### src/dbc_pkg.sv
// ----------------------------------------------------------------------------
// Trigger debounce and capture package
// Shared widths, debounce patterns and item types for the trigger input
// debounce and capture block.
// ----------------------------------------------------------------------------
package dbc_pkg;

    // Number of debounced jacks, one lane each.
    localparam int NUM_JACKS = 5;

    // Fixed field widths.
    localparam int LEVEL_W = 5;
    localparam int CV_W    = 12;
    localparam int TIME_W  = 32;
    localparam int NUM_PLAY = 2;
    localparam int FADE_W  = 2;

    // Sample history length and the patterns that it is compared against.
    localparam int HIST_W = 13;
    localparam logic [HIST_W-1:0] TRIG_PATTERN    = 13'h1ffe;
    localparam logic [HIST_W-1:0] RELEASE_PATTERN = 13'h00ff;

    // One input item.
    typedef struct packed {
        logic [LEVEL_W-1:0] jack_levels;
        logic [CV_W-1:0]    cv_sample_a;
        logic [CV_W-1:0]    cv_sample_b;
        logic [TIME_W-1:0]  time_now;
        logic               playing_a;
        logic               playing_b;
    } in_item_t;

    // One result item.
    typedef struct packed {
        logic [LEVEL_W-1:0] trigger_pulses;
        logic [LEVEL_W-1:0] debounced_down;
        logic [FADE_W-1:0]  fade_request;
        logic [CV_W-1:0]    latched_cv_a;
        logic [CV_W-1:0]    latched_cv_b;
        logic [TIME_W-1:0]  trigger_time_a;
        logic [TIME_W-1:0]  trigger_time_b;
    } out_item_t;

    // What one lane found on the current item.
    typedef struct packed {
        logic trig;
        logic up;
    } lane_event_t;

endpackage

### src/dbc_in_if.sv
// ----------------------------------------------------------------------------
// Input item channel
// Valid/ready channel that carries one sampled tick per item.
// ----------------------------------------------------------------------------
interface dbc_in_if import dbc_pkg::*; ();

    logic     valid;
    logic     ready;
    in_item_t data;

    modport source (output valid, output data, input ready);
    modport sink   (input valid, input data, output ready);

endinterface

### src/dbc_out_if.sv
// ----------------------------------------------------------------------------
// Result item channel
// Valid/ready channel that carries one debounce result per item.
// ----------------------------------------------------------------------------
interface dbc_out_if import dbc_pkg::*; ();

    logic      valid;
    logic      ready;
    out_item_t data;

    modport source (output valid, output data, input ready);
    modport sink   (input valid, input data, output ready);

endinterface

### src/dbc_lane.sv
// ----------------------------------------------------------------------------
// Debounce lane
// Holds the sample history of one jack and flags the trigger and release
// patterns on the history that the current item produces.
// ----------------------------------------------------------------------------
module dbc_lane import dbc_pkg::*;
(
    input  logic        clk,
    input  logic        rst_n,
    input  logic        advance,
    input  logic        low_in,
    output lane_event_t event_out
);

    logic [HIST_W-1:0] hist_reg;
    logic [HIST_W-1:0] hist_next;

    // The new sample enters at bit 0.
    assign hist_next = {hist_reg[HIST_W-2:0], low_in};

    // Pattern compare on the updated history.
    always_comb
    begin
        event_out.trig = (hist_next == TRIG_PATTERN);
        event_out.up   = (hist_next == RELEASE_PATTERN);
    end

    // History register, shifted once per accepted item.
    always_ff @(posedge clk or negedge rst_n)
    begin
        if (!rst_n)
        begin
            hist_reg <= '0;
        end
        else if (advance)
        begin
            hist_reg <= hist_next;
        end
    end

endmodule

### src/dbc_merge.sv
// ----------------------------------------------------------------------------
// Lane merge and result buffer
// Combines the lane events into the down marks, the play channel captures
// and the fade requests, and buffers results in a two-entry output stage.
// ----------------------------------------------------------------------------
module dbc_merge import dbc_pkg::*;
(
    input  logic        clk,
    input  logic        rst_n,
    input  logic        advance,
    input  in_item_t    item,
    input  lane_event_t lane_ev [NUM_JACKS],
    output logic        in_ready,
    dbc_out_if.source   result
);

    logic [NUM_JACKS-1:0] down_reg;
    logic [NUM_JACKS-1:0] down_next;
    logic [CV_W-1:0]      cv_latch_reg [NUM_PLAY];
    logic [CV_W-1:0]      cv_latch_next [NUM_PLAY];
    logic [TIME_W-1:0]    stamp_reg [NUM_PLAY];
    logic [TIME_W-1:0]    stamp_next [NUM_PLAY];
    logic [LEVEL_W-1:0]   pulses;
    logic [LEVEL_W-1:0]   down_out;
    logic [FADE_W-1:0]    fade;
    logic [CV_W-1:0]      cv_in [NUM_PLAY];
    logic                 playing_in [NUM_PLAY];
    out_item_t            new_item;

    out_item_t out_reg;
    logic      out_valid_reg;
    out_item_t skid_reg;
    logic      skid_valid_reg;
    logic      pop;

    // Per-channel views of the input item.
    assign cv_in[0]      = item.cv_sample_a;
    assign cv_in[1]      = item.cv_sample_b;
    assign playing_in[0] = item.playing_a;
    assign playing_in[1] = item.playing_b;

    // Down marks: a trigger sets the mark, a release pattern clears it.
    genvar j;
    generate
        for (j = 0; j < NUM_JACKS; j++)
        begin : g_down
            assign down_next[j] = lane_ev[j].trig ? 1'b1 :
                                  lane_ev[j].up   ? 1'b0 : down_reg[j];
        end

        // Only the first jacks appear in the result fields.
        for (j = 0; j < LEVEL_W; j++)
        begin : g_out_bits
            if (j < NUM_JACKS)
            begin : g_used
                assign pulses[j]   = lane_ev[j].trig;
                assign down_out[j] = down_next[j];
            end
            else
            begin : g_absent
                assign pulses[j]   = 1'b0;
                assign down_out[j] = 1'b0;
            end
        end

        // Play channels capture CV and time on their trigger.
        for (j = 0; j < NUM_PLAY; j++)
        begin : g_play
            if (j < NUM_JACKS)
            begin : g_has_jack
                assign fade[j]          = lane_ev[j].trig & playing_in[j];
                assign cv_latch_next[j] = lane_ev[j].trig ? cv_in[j] : cv_latch_reg[j];
                assign stamp_next[j]    = lane_ev[j].trig ? item.time_now : stamp_reg[j];
            end
            else
            begin : g_no_jack
                assign fade[j]          = 1'b0;
                assign cv_latch_next[j] = cv_latch_reg[j];
                assign stamp_next[j]    = stamp_reg[j];
            end
        end
    endgenerate

    // Assemble the result of the current item.
    always_comb
    begin
        new_item.trigger_pulses = pulses;
        new_item.debounced_down = down_out;
        new_item.fade_request   = fade;
        new_item.latched_cv_a   = cv_latch_next[0];
        new_item.latched_cv_b   = cv_latch_next[1];
        new_item.trigger_time_a = stamp_next[0];
        new_item.trigger_time_b = stamp_next[1];
    end

    // Debounce and capture state.
    always_ff @(posedge clk or negedge rst_n)
    begin
        if (!rst_n)
        begin
            down_reg <= '0;
            for (int c = 0; c < NUM_PLAY; c++)
            begin
                cv_latch_reg[c] <= '0;
                stamp_reg[c]    <= '0;
            end
        end
        else if (advance)
        begin
            down_reg <= down_next;
            for (int c = 0; c < NUM_PLAY; c++)
            begin
                cv_latch_reg[c] <= cv_latch_next[c];
                stamp_reg[c]    <= stamp_next[c];
            end
        end
    end

    // Two-entry output buffer; input stalls only when both entries are full.
    assign in_ready     = !skid_valid_reg;
    assign pop          = out_valid_reg && result.ready;
    assign result.valid = out_valid_reg;
    assign result.data  = out_reg;

    always_ff @(posedge clk or negedge rst_n)
    begin
        if (!rst_n)
        begin
            out_valid_reg  <= 1'b0;
            skid_valid_reg <= 1'b0;
        end
        else if (!out_valid_reg)
        begin
            out_valid_reg <= advance;
        end
        else if (pop)
        begin
            if (skid_valid_reg)
            begin
                skid_valid_reg <= advance;
            end
            else
            begin
                out_valid_reg <= advance;
            end
        end
        else if (advance)
        begin
            skid_valid_reg <= 1'b1;
        end
    end

    // Buffer payload, steered the same way as the valid bits above.
    always_ff @(posedge clk)
    begin
        if (!out_valid_reg)
        begin
            out_reg <= new_item;
        end
        else if (pop)
        begin
            if (skid_valid_reg)
            begin
                out_reg  <= skid_reg;
                skid_reg <= new_item;
            end
            else
            begin
                out_reg <= new_item;
            end
        end
        else if (advance)
        begin
            skid_reg <= new_item;
        end
    end

endmodule

### src/trigger_input_debounce_capture_top.sv
// ----------------------------------------------------------------------------
// Trigger input debounce and capture, top level
// One debounce lane per jack side by side, followed by the lane merge and
// the two-entry result buffer.
// ----------------------------------------------------------------------------
// The block takes one tick item per clock while input ready is high and
// returns exactly one result item for each. The result is presented in the
// cycle after the item is accepted, unless earlier results are still waiting
// on a stalled result side. Every jack has its own 13-bit history lane, and
// all lanes shift and compare in the same cycle, so the rate is one item per
// clock. A two-entry output buffer lets new items flow in while a result
// waits; input ready drops only when both entries are held by a stalled
// result side. Reset clears all histories, marks every jack up and zeroes
// the latched CV values and trigger times.
module trigger_input_debounce_capture_top import dbc_pkg::*;
(
    input  logic     clk,
    input  logic     rst_n,
    dbc_in_if.sink   sample,
    dbc_out_if.source result
);

    logic        advance;
    logic        in_ready;
    lane_event_t lane_ev [NUM_JACKS];

    assign sample.ready = in_ready;
    assign advance      = sample.valid && in_ready;

    // One debounce lane per jack; jacks past the level field read low.
    genvar i;
    generate
        for (i = 0; i < NUM_JACKS; i++)
        begin : g_lane
            logic low;
            if (i < LEVEL_W)
            begin : g_wired
                assign low = ~sample.data.jack_levels[i];
            end
            else
            begin : g_open
                assign low = 1'b1;
            end

            dbc_lane u_lane (
                .clk       (clk),
                .rst_n     (rst_n),
                .advance   (advance),
                .low_in    (low),
                .event_out (lane_ev[i])
            );
        end
    endgenerate

    // Merge the lane results and buffer the outgoing items.
    dbc_merge u_merge (
        .clk      (clk),
        .rst_n    (rst_n),
        .advance  (advance),
        .item     (sample.data),
        .lane_ev  (lane_ev),
        .in_ready (in_ready),
        .result   (result)
    );

endmodule
### src/flat_wrapper.sv
// flat-port wrapper written by rule: the top's interface ports become plain ports
module trigger_input_debounce_capture_top_flat import dbc_pkg::*;
  (clk, rst_n, sample_valid, sample_data, sample_ready, result_valid, result_data, result_ready);
  dbc_in_if sample_i ();
  dbc_out_if result_i ();
  input  logic clk;
  input  logic rst_n;
  input wire logic [$bits(sample_i.valid)-1:0] sample_valid;
  input wire logic [$bits(sample_i.data)-1:0] sample_data;
  output wire logic [$bits(sample_i.ready)-1:0] sample_ready;
  output wire logic [$bits(result_i.valid)-1:0] result_valid;
  output wire logic [$bits(result_i.data)-1:0] result_data;
  input wire logic [$bits(result_i.ready)-1:0] result_ready;
  assign sample_i.valid = sample_valid;
  assign sample_i.data = sample_data;
  assign sample_ready = sample_i.ready;
  assign result_valid = result_i.valid;
  assign result_data = result_i.data;
  assign result_i.ready = result_ready;
  trigger_input_debounce_capture_top u_core (.clk(clk), .rst_n(rst_n), .sample(sample_i), .result(result_i));
endmodule
### config.mk
export PLATFORM = sky130hd
export DESIGN_NAME = trigger_input_debounce_capture_top_flat
export DESIGN_NICKNAME = d
export VERILOG_FILES = /design/src/dbc_pkg.sv /design/src/dbc_in_if.sv /design/src/dbc_out_if.sv /design/src/dbc_lane.sv /design/src/dbc_merge.sv /design/src/trigger_input_debounce_capture_top.sv /design/src/flat_wrapper.sv
export SDC_FILE = /design/constraint.sdc
export NUM_CORES = 1
export LEC_CHECK = 0
export BUFFER_PORTS_ARGS = -buffer_cell sky130_fd_sc_hd__buf_2
export CAP_MARGIN = 20
export CORE_AREA = 2 2 175 177
export CTS_BUF_LIST = sky130_fd_sc_hd__clkbuf_4 sky130_fd_sc_hd__clkbuf_8 sky130_fd_sc_hd__clkbuf_16
export CTS_CLUSTER_DIAMETER = 150
export DETAILED_ROUTE_END_ITERATION = 16
export DIE_AREA = 0 0 177 179
export PLACE_DENSITY = 0.71
export SLEW_MARGIN = 40
export SYNTH_ARGS = -nofsm -noshare
export SYNTH_HDL_FRONTEND = slang
export SYNTH_SLANG_ARGS = --single-unit
### constraint.sdc
create_clock -name clk -period 5.7 [get_ports clk]
set_input_delay 0.57 -clock clk [delete_from_list [all_inputs] [get_ports clk]]
set_output_delay 0.57 -clock clk [all_outputs]
set_load 0.01 [all_outputs]
== Word level (Yosys, flattened, before mapping) ==
Cells that the tools add are included.

* Register bits after elaboration: 355
* Bits of input ports: 67
* Output and inout bits: 102
* Word-level logic and storage cells: 77

* Eq/ne operators: 12
* Multiplexer cells: 26
* Bitwise logic cells: 7
* Reductions and logical operators: 6

{| class="wikitable"
|+ Operators by type and width
! cell !! number
|-
| $mux 100 || 6
|-
| $eq 13x13->1 const B || 5
|-
| $eq 13x8->1 const B || 5
|-
| $mux 32 || 2
|-
| $mux 12 || 2
|-
| $mux 1 || 16
|-
| $not 1->1 || 5
|-
| $reduce_and 3->1 || 1
|-
| $and 1x1->1 || 2
|-
| $logic_and 1x1->1 || 2
|-
| $ne 2x1->1 const B || 1
|-
| $ne 2x2->1 const B || 1
|-
| $reduce_and 2->1 || 1
|-
| $reduce_bool 2->1 || 1
|-
| $logic_not 1->1 || 1
|}

== Longest topological paths before layout ==
* Depth after elaboration: 7
* Depth in mapped cells: 7
* Gate-level depth less buffers: 5

== Modules after synthesis ==
Synthesis repeated with hierarchy kept, for this count alone.

* Cells, all modules: 818
* Area, all modules: 14470.1 um2

{| class="wikitable"
|+ By module, submodules not included
! module !! instances !! cells an instance !! area an instance (um2) !! sequential area each (um2)
|-
| dbc_merge || 1 || 647 || 11955.2 || 8383.0
|-
| dbc_lane || 5 || 33 || 498.0 || 300.3
|-
| trigger_input_debounce_capture_top || 1 || 6 || 25.0 || 0.0
|}

== Least setup slack after synthesis ==
Ideal clock, no wire load.

* Path kind: input -> register
* Start: input port sample_valid
* End: register u_core.u_merge.skid_reg[0] (netlist name) (enable)
* Setup time: 0.470 ns
* Data arrival time: 3.190 ns
* Required time: 5.230 ns
* Path slack: 2.039 ns
* Stages on the path: 3
* Buffers on the path: 0
* Path through: nand2_1 o21ai_0 and2_1

* Word-level cells in the longest chain between the ends: 3

{| class="wikitable"
|+ Ends and longest elaborated chain
! what !! line !! source
|-
| start, declared || flat_wrapper.sv:8 || <nowiki>input wire logic [$bits(sample_i.valid)-1:0] sample_valid;</nowiki>
|-
| $logic_and 1x1->1 || trigger_input_debounce_capture_top.sv:28 || <nowiki>assign advance = sample.valid && in_ready;</nowiki>
|-
| $reduce_bool 2->1 (no line) || n/a ||
|-
| $reduce_and 3->1 (no line) || n/a ||
|-
| end signal, assigned || dbc_merge.sv:165 || <nowiki>skid_reg <= new_item;</nowiki>
|-
| end signal, assigned || dbc_merge.sv:174 || <nowiki>skid_reg <= new_item;</nowiki>
|-
| end, declared || dbc_merge.sv:32 || <nowiki>out_item_t skid_reg;</nowiki>
|}

No other way between the ends.
A chain may end at the register's enable or synchronous reset.

== Worst setup path in the final report ==
* Start: register u_core.g_lane[1].u_lane.hist_reg[6]
* End: register u_core.u_merge.stamp_reg[7] (netlist name)

* Word-level cells in the longest chain between the ends: 2

{| class="wikitable"
|+ Ends and longest elaborated chain
! what !! line !! source
|-
| start, declared || dbc_lane.sv:15 || <nowiki>logic [HIST_W-1:0] hist_reg;</nowiki>
|-
| start signal, assigned || dbc_lane.sv:37 || <nowiki>hist_reg <= hist_next;</nowiki>
|-
| $eq 13x13->1 || dbc_lane.sv:24 || <nowiki>event_out.trig = (hist_next == TRIG_PATTERN);</nowiki>
|-
| $mux 32 || dbc_merge.sv:73 || <nowiki>assign stamp_next[j] = lane_ev[j].trig ? item.time_now : stamp_reg[j];</nowiki>
|-
| end signal, assigned by index || dbc_merge.sv:114 || <nowiki>stamp_reg[c] <= stamp_next[c];</nowiki>
|-
| end, declared || dbc_merge.sv:21 || <nowiki>logic [TIME_W-1:0] stamp_reg [NUM_PLAY];</nowiki>
|}

No other way between the ends.

==> impl_summary.md <==
Synth
The sequential share of the synthesized area is 0.673. In this run the mean area of a mapped cell was 12.0 um^2. Yosys attributes the largest share of cell area to edfxtp_1, dfrtp_1, nand2_1. The number of standard cells after synthesis is 1227.

The most common cell in the synthesized netlist is nand2_1. The commonest cells after synthesis are nand2_1, edfxtp_1, dfrtp_1, nor2_1, a31oi_1. The number of nets handed over by synthesis was 1294.

The number of synthesized flops with an enable pin is 200. The predominant post-synthesis flop cell is edfxtp_1. The share of synthesized area in the top cell type comes to 0.409. The Yosys step of the flow raised 0 warnings. The largest total area in the synthesized netlist belongs to edfxtp_1. The cell area after synthesis is 14700 um^2. In this run, distinct cell masters in the synthesized netlist total 29. The post-synthesis sequential element count is 355. The proportion of register bits with asynchronous set or reset after synthesis is 0.437.

Pwr
IR analysis of the VDD net gives a maximum drop of 0.534 mV. For this design the static power due to leakage is 8.18 nW. For this design the ratio of total power to cell area is 470 nW/um^2.

Setup path
The startpoint of the worst setup timing path is u_core.g_lane[1].u_lane.hist_reg[6]$_DFFE_PN0P_. In this run the critical register-to-register path is captured at u_core.u_merge.stamp_reg[7]$_DFFE_PN0P_. The cell family contributing the most delay on the critical path is simple AND/OR/NAND/NOR gates.

The required time of the worst setup path is 6.09 ns. STA classifies the critical path endpoint as a flip-flop. In this run the worst path has a maximum fanout of 48. For the worst flop-to-flop path, the logic depth is 6.

The depth of the critical timing path with buffers and inverters included is 6. The kind of start point of the critical path is a flip-flop. The number of buffer and inverter instances along the worst setup path is 2. The startpoint of the worst-slack reg-to-reg timing path is u_core.g_lane[1].u_lane.hist_reg[6]$_DFFE_PN0P_.

The slack of the worst reg-to-reg path is 2.57 ns. Data on the critical path arrives at its endpoint at 3.51 ns. For this design, the slowest cell found on the critical path is or4_4.

Walking the worst path, the cells encountered are nand4_1 -> or4_4 -> inv_2 -> buf_4 -> nand2_8 -> mux2_4. Following the worst setup path forward leads to its endpoint at u_core.u_merge.stamp_reg[7]$_DFFE_PN0P_. The largest single stage delay on the critical path is 0.87 ns. The class of the most critical setup path is reg -> reg.

GRT
The total overflow left after global routing is 0. The first global-routing pass estimated 47700 um of wire. The initial antenna violation count came to 1. The aggregate global-route resource usage is 0.191.

The largest net degree at the start of global routing is 98. The number of global-route vias before repair is 9106.

Final layout
After filler insertion, the fill cell instance count of the layout stands at 2468. For this run, the post-layout net count is 1449. The number of diodes is 0.

The area growth from synthesis to layout is 16.1%. The fraction of layout cells with a size suffix above 1 is 0.248.

Routing
The antenna violation net count after detailed routing is 0. The count of vias placed by the detailed router is 9605. After detailed routing, the average wire length per cell comes to 17.1 um. After detailed routing, the number of remaining DRC violations is 0. In this run, the number of DRC markers left after iteration 0 of detailed routing was 749. The average via count per standard cell is 5.32. The number of search-and-repair iterations in the first detailed-routing pass is 5. The detailed-route wire length is 30900 um.

CTS
Post-CTS timing repair inserted 0 buffers for setup. In this run the deepest clock path goes through 3 buffers. The cell sitting at the root of the clock tree is a clkbuf_16. The clock reaches the later pin of the worst-skew pair after 0.52 ns. The clock-pin slew on the worst setup and hold paths is 0.06 ns. The number of clock buffers inserted by TritonCTS is 37. Once the clock tree was built, the resizer swapped 0 gates to a different size. The clock net in this run drives a total of 355 sinks. TritonCTS built the clock tree.

The clock tree synthesis step divided the H-tree into 2 levels.

Timing
The hold violation count in the final report was 0. The setup TNS is 0 ns. On the final layout, the worst hold slack is 0.262 ns. The timing-limited maximum frequency is 320 MHz. The count of final max-slew check failures is 0. The post-route clock skew is 0.0207 ns. The clock period minus final worst setup slack is 3.13 ns. The final number of setup-violating endpoints is 0. The measured slew at the worst slew-check pin is 0.752 ns. Measured against its own limit, the worst slew margin works out to 0.498. Setup repair after global routing left no endpoint under its margin.

Of the available clock period, the critical path in the final layout requires 0.548.

Floorplan
The placeable core area is 30000 um^2. The width of the die is 177 um. For this configuration, the core starts out at a cell density of 0.489. The count of standard-cell rows is 64. 169 I/O pins were placed.

The vertical extent of the die is 179 um. The die outline area is 31700 um^2.

Placement
The detailed placer's ending HPWL is 18000 um. The placer congestion estimate is 0.765. The count of buffers from port buffering is 168.

Hold path
The startpoint identified for the worst hold timing path is sample_data[59]. The worst hold path belongs to the class in -> reg.

Status
The flow ran to the end, and the final reports show no timing, DRC or antenna violations.

Run
The tool flagged a number of max-cap violations equal to 0.
[worst min-delay path by stage]
stage                                                             endpoint  slack, ns  cells after the start
after floorplan            u_core.g_lane[0].u_lane.hist_reg[0]$_DFFE_PN0P_       0.27                      0
after global placement     u_core.g_lane[4].u_lane.hist_reg[1]$_DFFE_PN0P_       0.47                      2
after detailed placement   u_core.g_lane[3].u_lane.hist_reg[2]$_DFFE_PN0P_       0.48                      2
after CTS                 u_core.g_lane[3].u_lane.hist_reg[11]$_DFFE_PN0P_       0.12                      1
after global routing       u_core.g_lane[4].u_lane.hist_reg[0]$_DFFE_PN0P_       0.26                      2
final                      u_core.g_lane[1].u_lane.hist_reg[0]$_DFFE_PN0P_       0.26                      2
[kinds of logic after synthesis]
group	Yosys count	synth area share
AND/OR/NAND/NOR	605	0.163
buffers and inverters	66	0.0257
multiplexers	93	0.0913
flip-flops	355	0.673
AO/OA/AOI/OAI	108	0.0466
[metal layers]
metal / share of wire / global-route usage / vias to the layer above / wire length (um)
met5: 0.00042 / 0 / - / 13
met4: 0.021 / 0.0520 / 2 / 644
met3: 0.053 / 0.0312 / 58 / 1650
met2: 0.48 / 0.315 / 269 / 14800
met1: 0.45 / 0.264 / 4717 / 13800
li1: - / - / 4559 / -
[final cells by class]
cell class,instances,area [um^2],area share
clock buffers,54,1100,0.0647
well taps,396,495,0.0291
multi-input cells,806,4480,0.263
inverters,3,11.3,0.000661
repair buffers,179,960,0.0563
clock inverters,13,108,0.00632
flip-flops and latches,355,9880,0.580
[metrics by stage]
stage | std cells | util | setup slack [ns] | total power, mW | area, um^2
floorplan | 1227 | - | 2.04 | 4.98 | 14700
global placement | 1737 | 0.525 | 2.16 | 5.64 | 15800
detailed placement | 1737 | 0.525 | 2.37 | 5.70 | 15800
CTS | 1804 | 0.566 | 2.55 | 8.08 | 17000
global route | 1806 | 0.567 | 2.45 | 8.44 | 17000
finish | 1806 | 0.567 | 2.57 | 8.01 | 17000
[cell usage in the layout, fill, tap and decap left out, types with 6 or more instances in the layout]
master | Yosys | routed
nand4_1 | 10 | 10
buf_4 | 2 | 8
dfrtp_1 | 155 | 155
clkinv_2 | 0 | 6
mux2_4 | 78 | 78
nor2_1 | 104 | 104
a31oi_1 | 90 | 90
nand2_1 | 456 | 454
nand3_1 | 11 | 11
buf_2 | 2 | 167
clkbuf_4 | 0 | 11
clkbuf_16 | 0 | 38
mux2_2 | 15 | 15
edfxtp_1 | 200 | 200
[where the power goes]
| part | switching (mW) | total (mW) | internal (mW) |
|---|---|---|---|
| registers | 0.314 | 3.92 | 3.60 |
| logic | 1.14 | 1.72 | 0.589 |
| clock network | 0.976 | 2.37 | 1.40 |
| total | 2.43 | 8.01 | 5.59 |
[repair_timing]
| item | 4_1_cts | 5_1_grt |
|---|---|---|
| endpoints found under the hold margin | 0 | 23 |
| hold buffers | 0 | 1 |
| endpoints found under the setup margin | 0 | 0 |
Note: power is estimated with default switching activity, not from simulation.
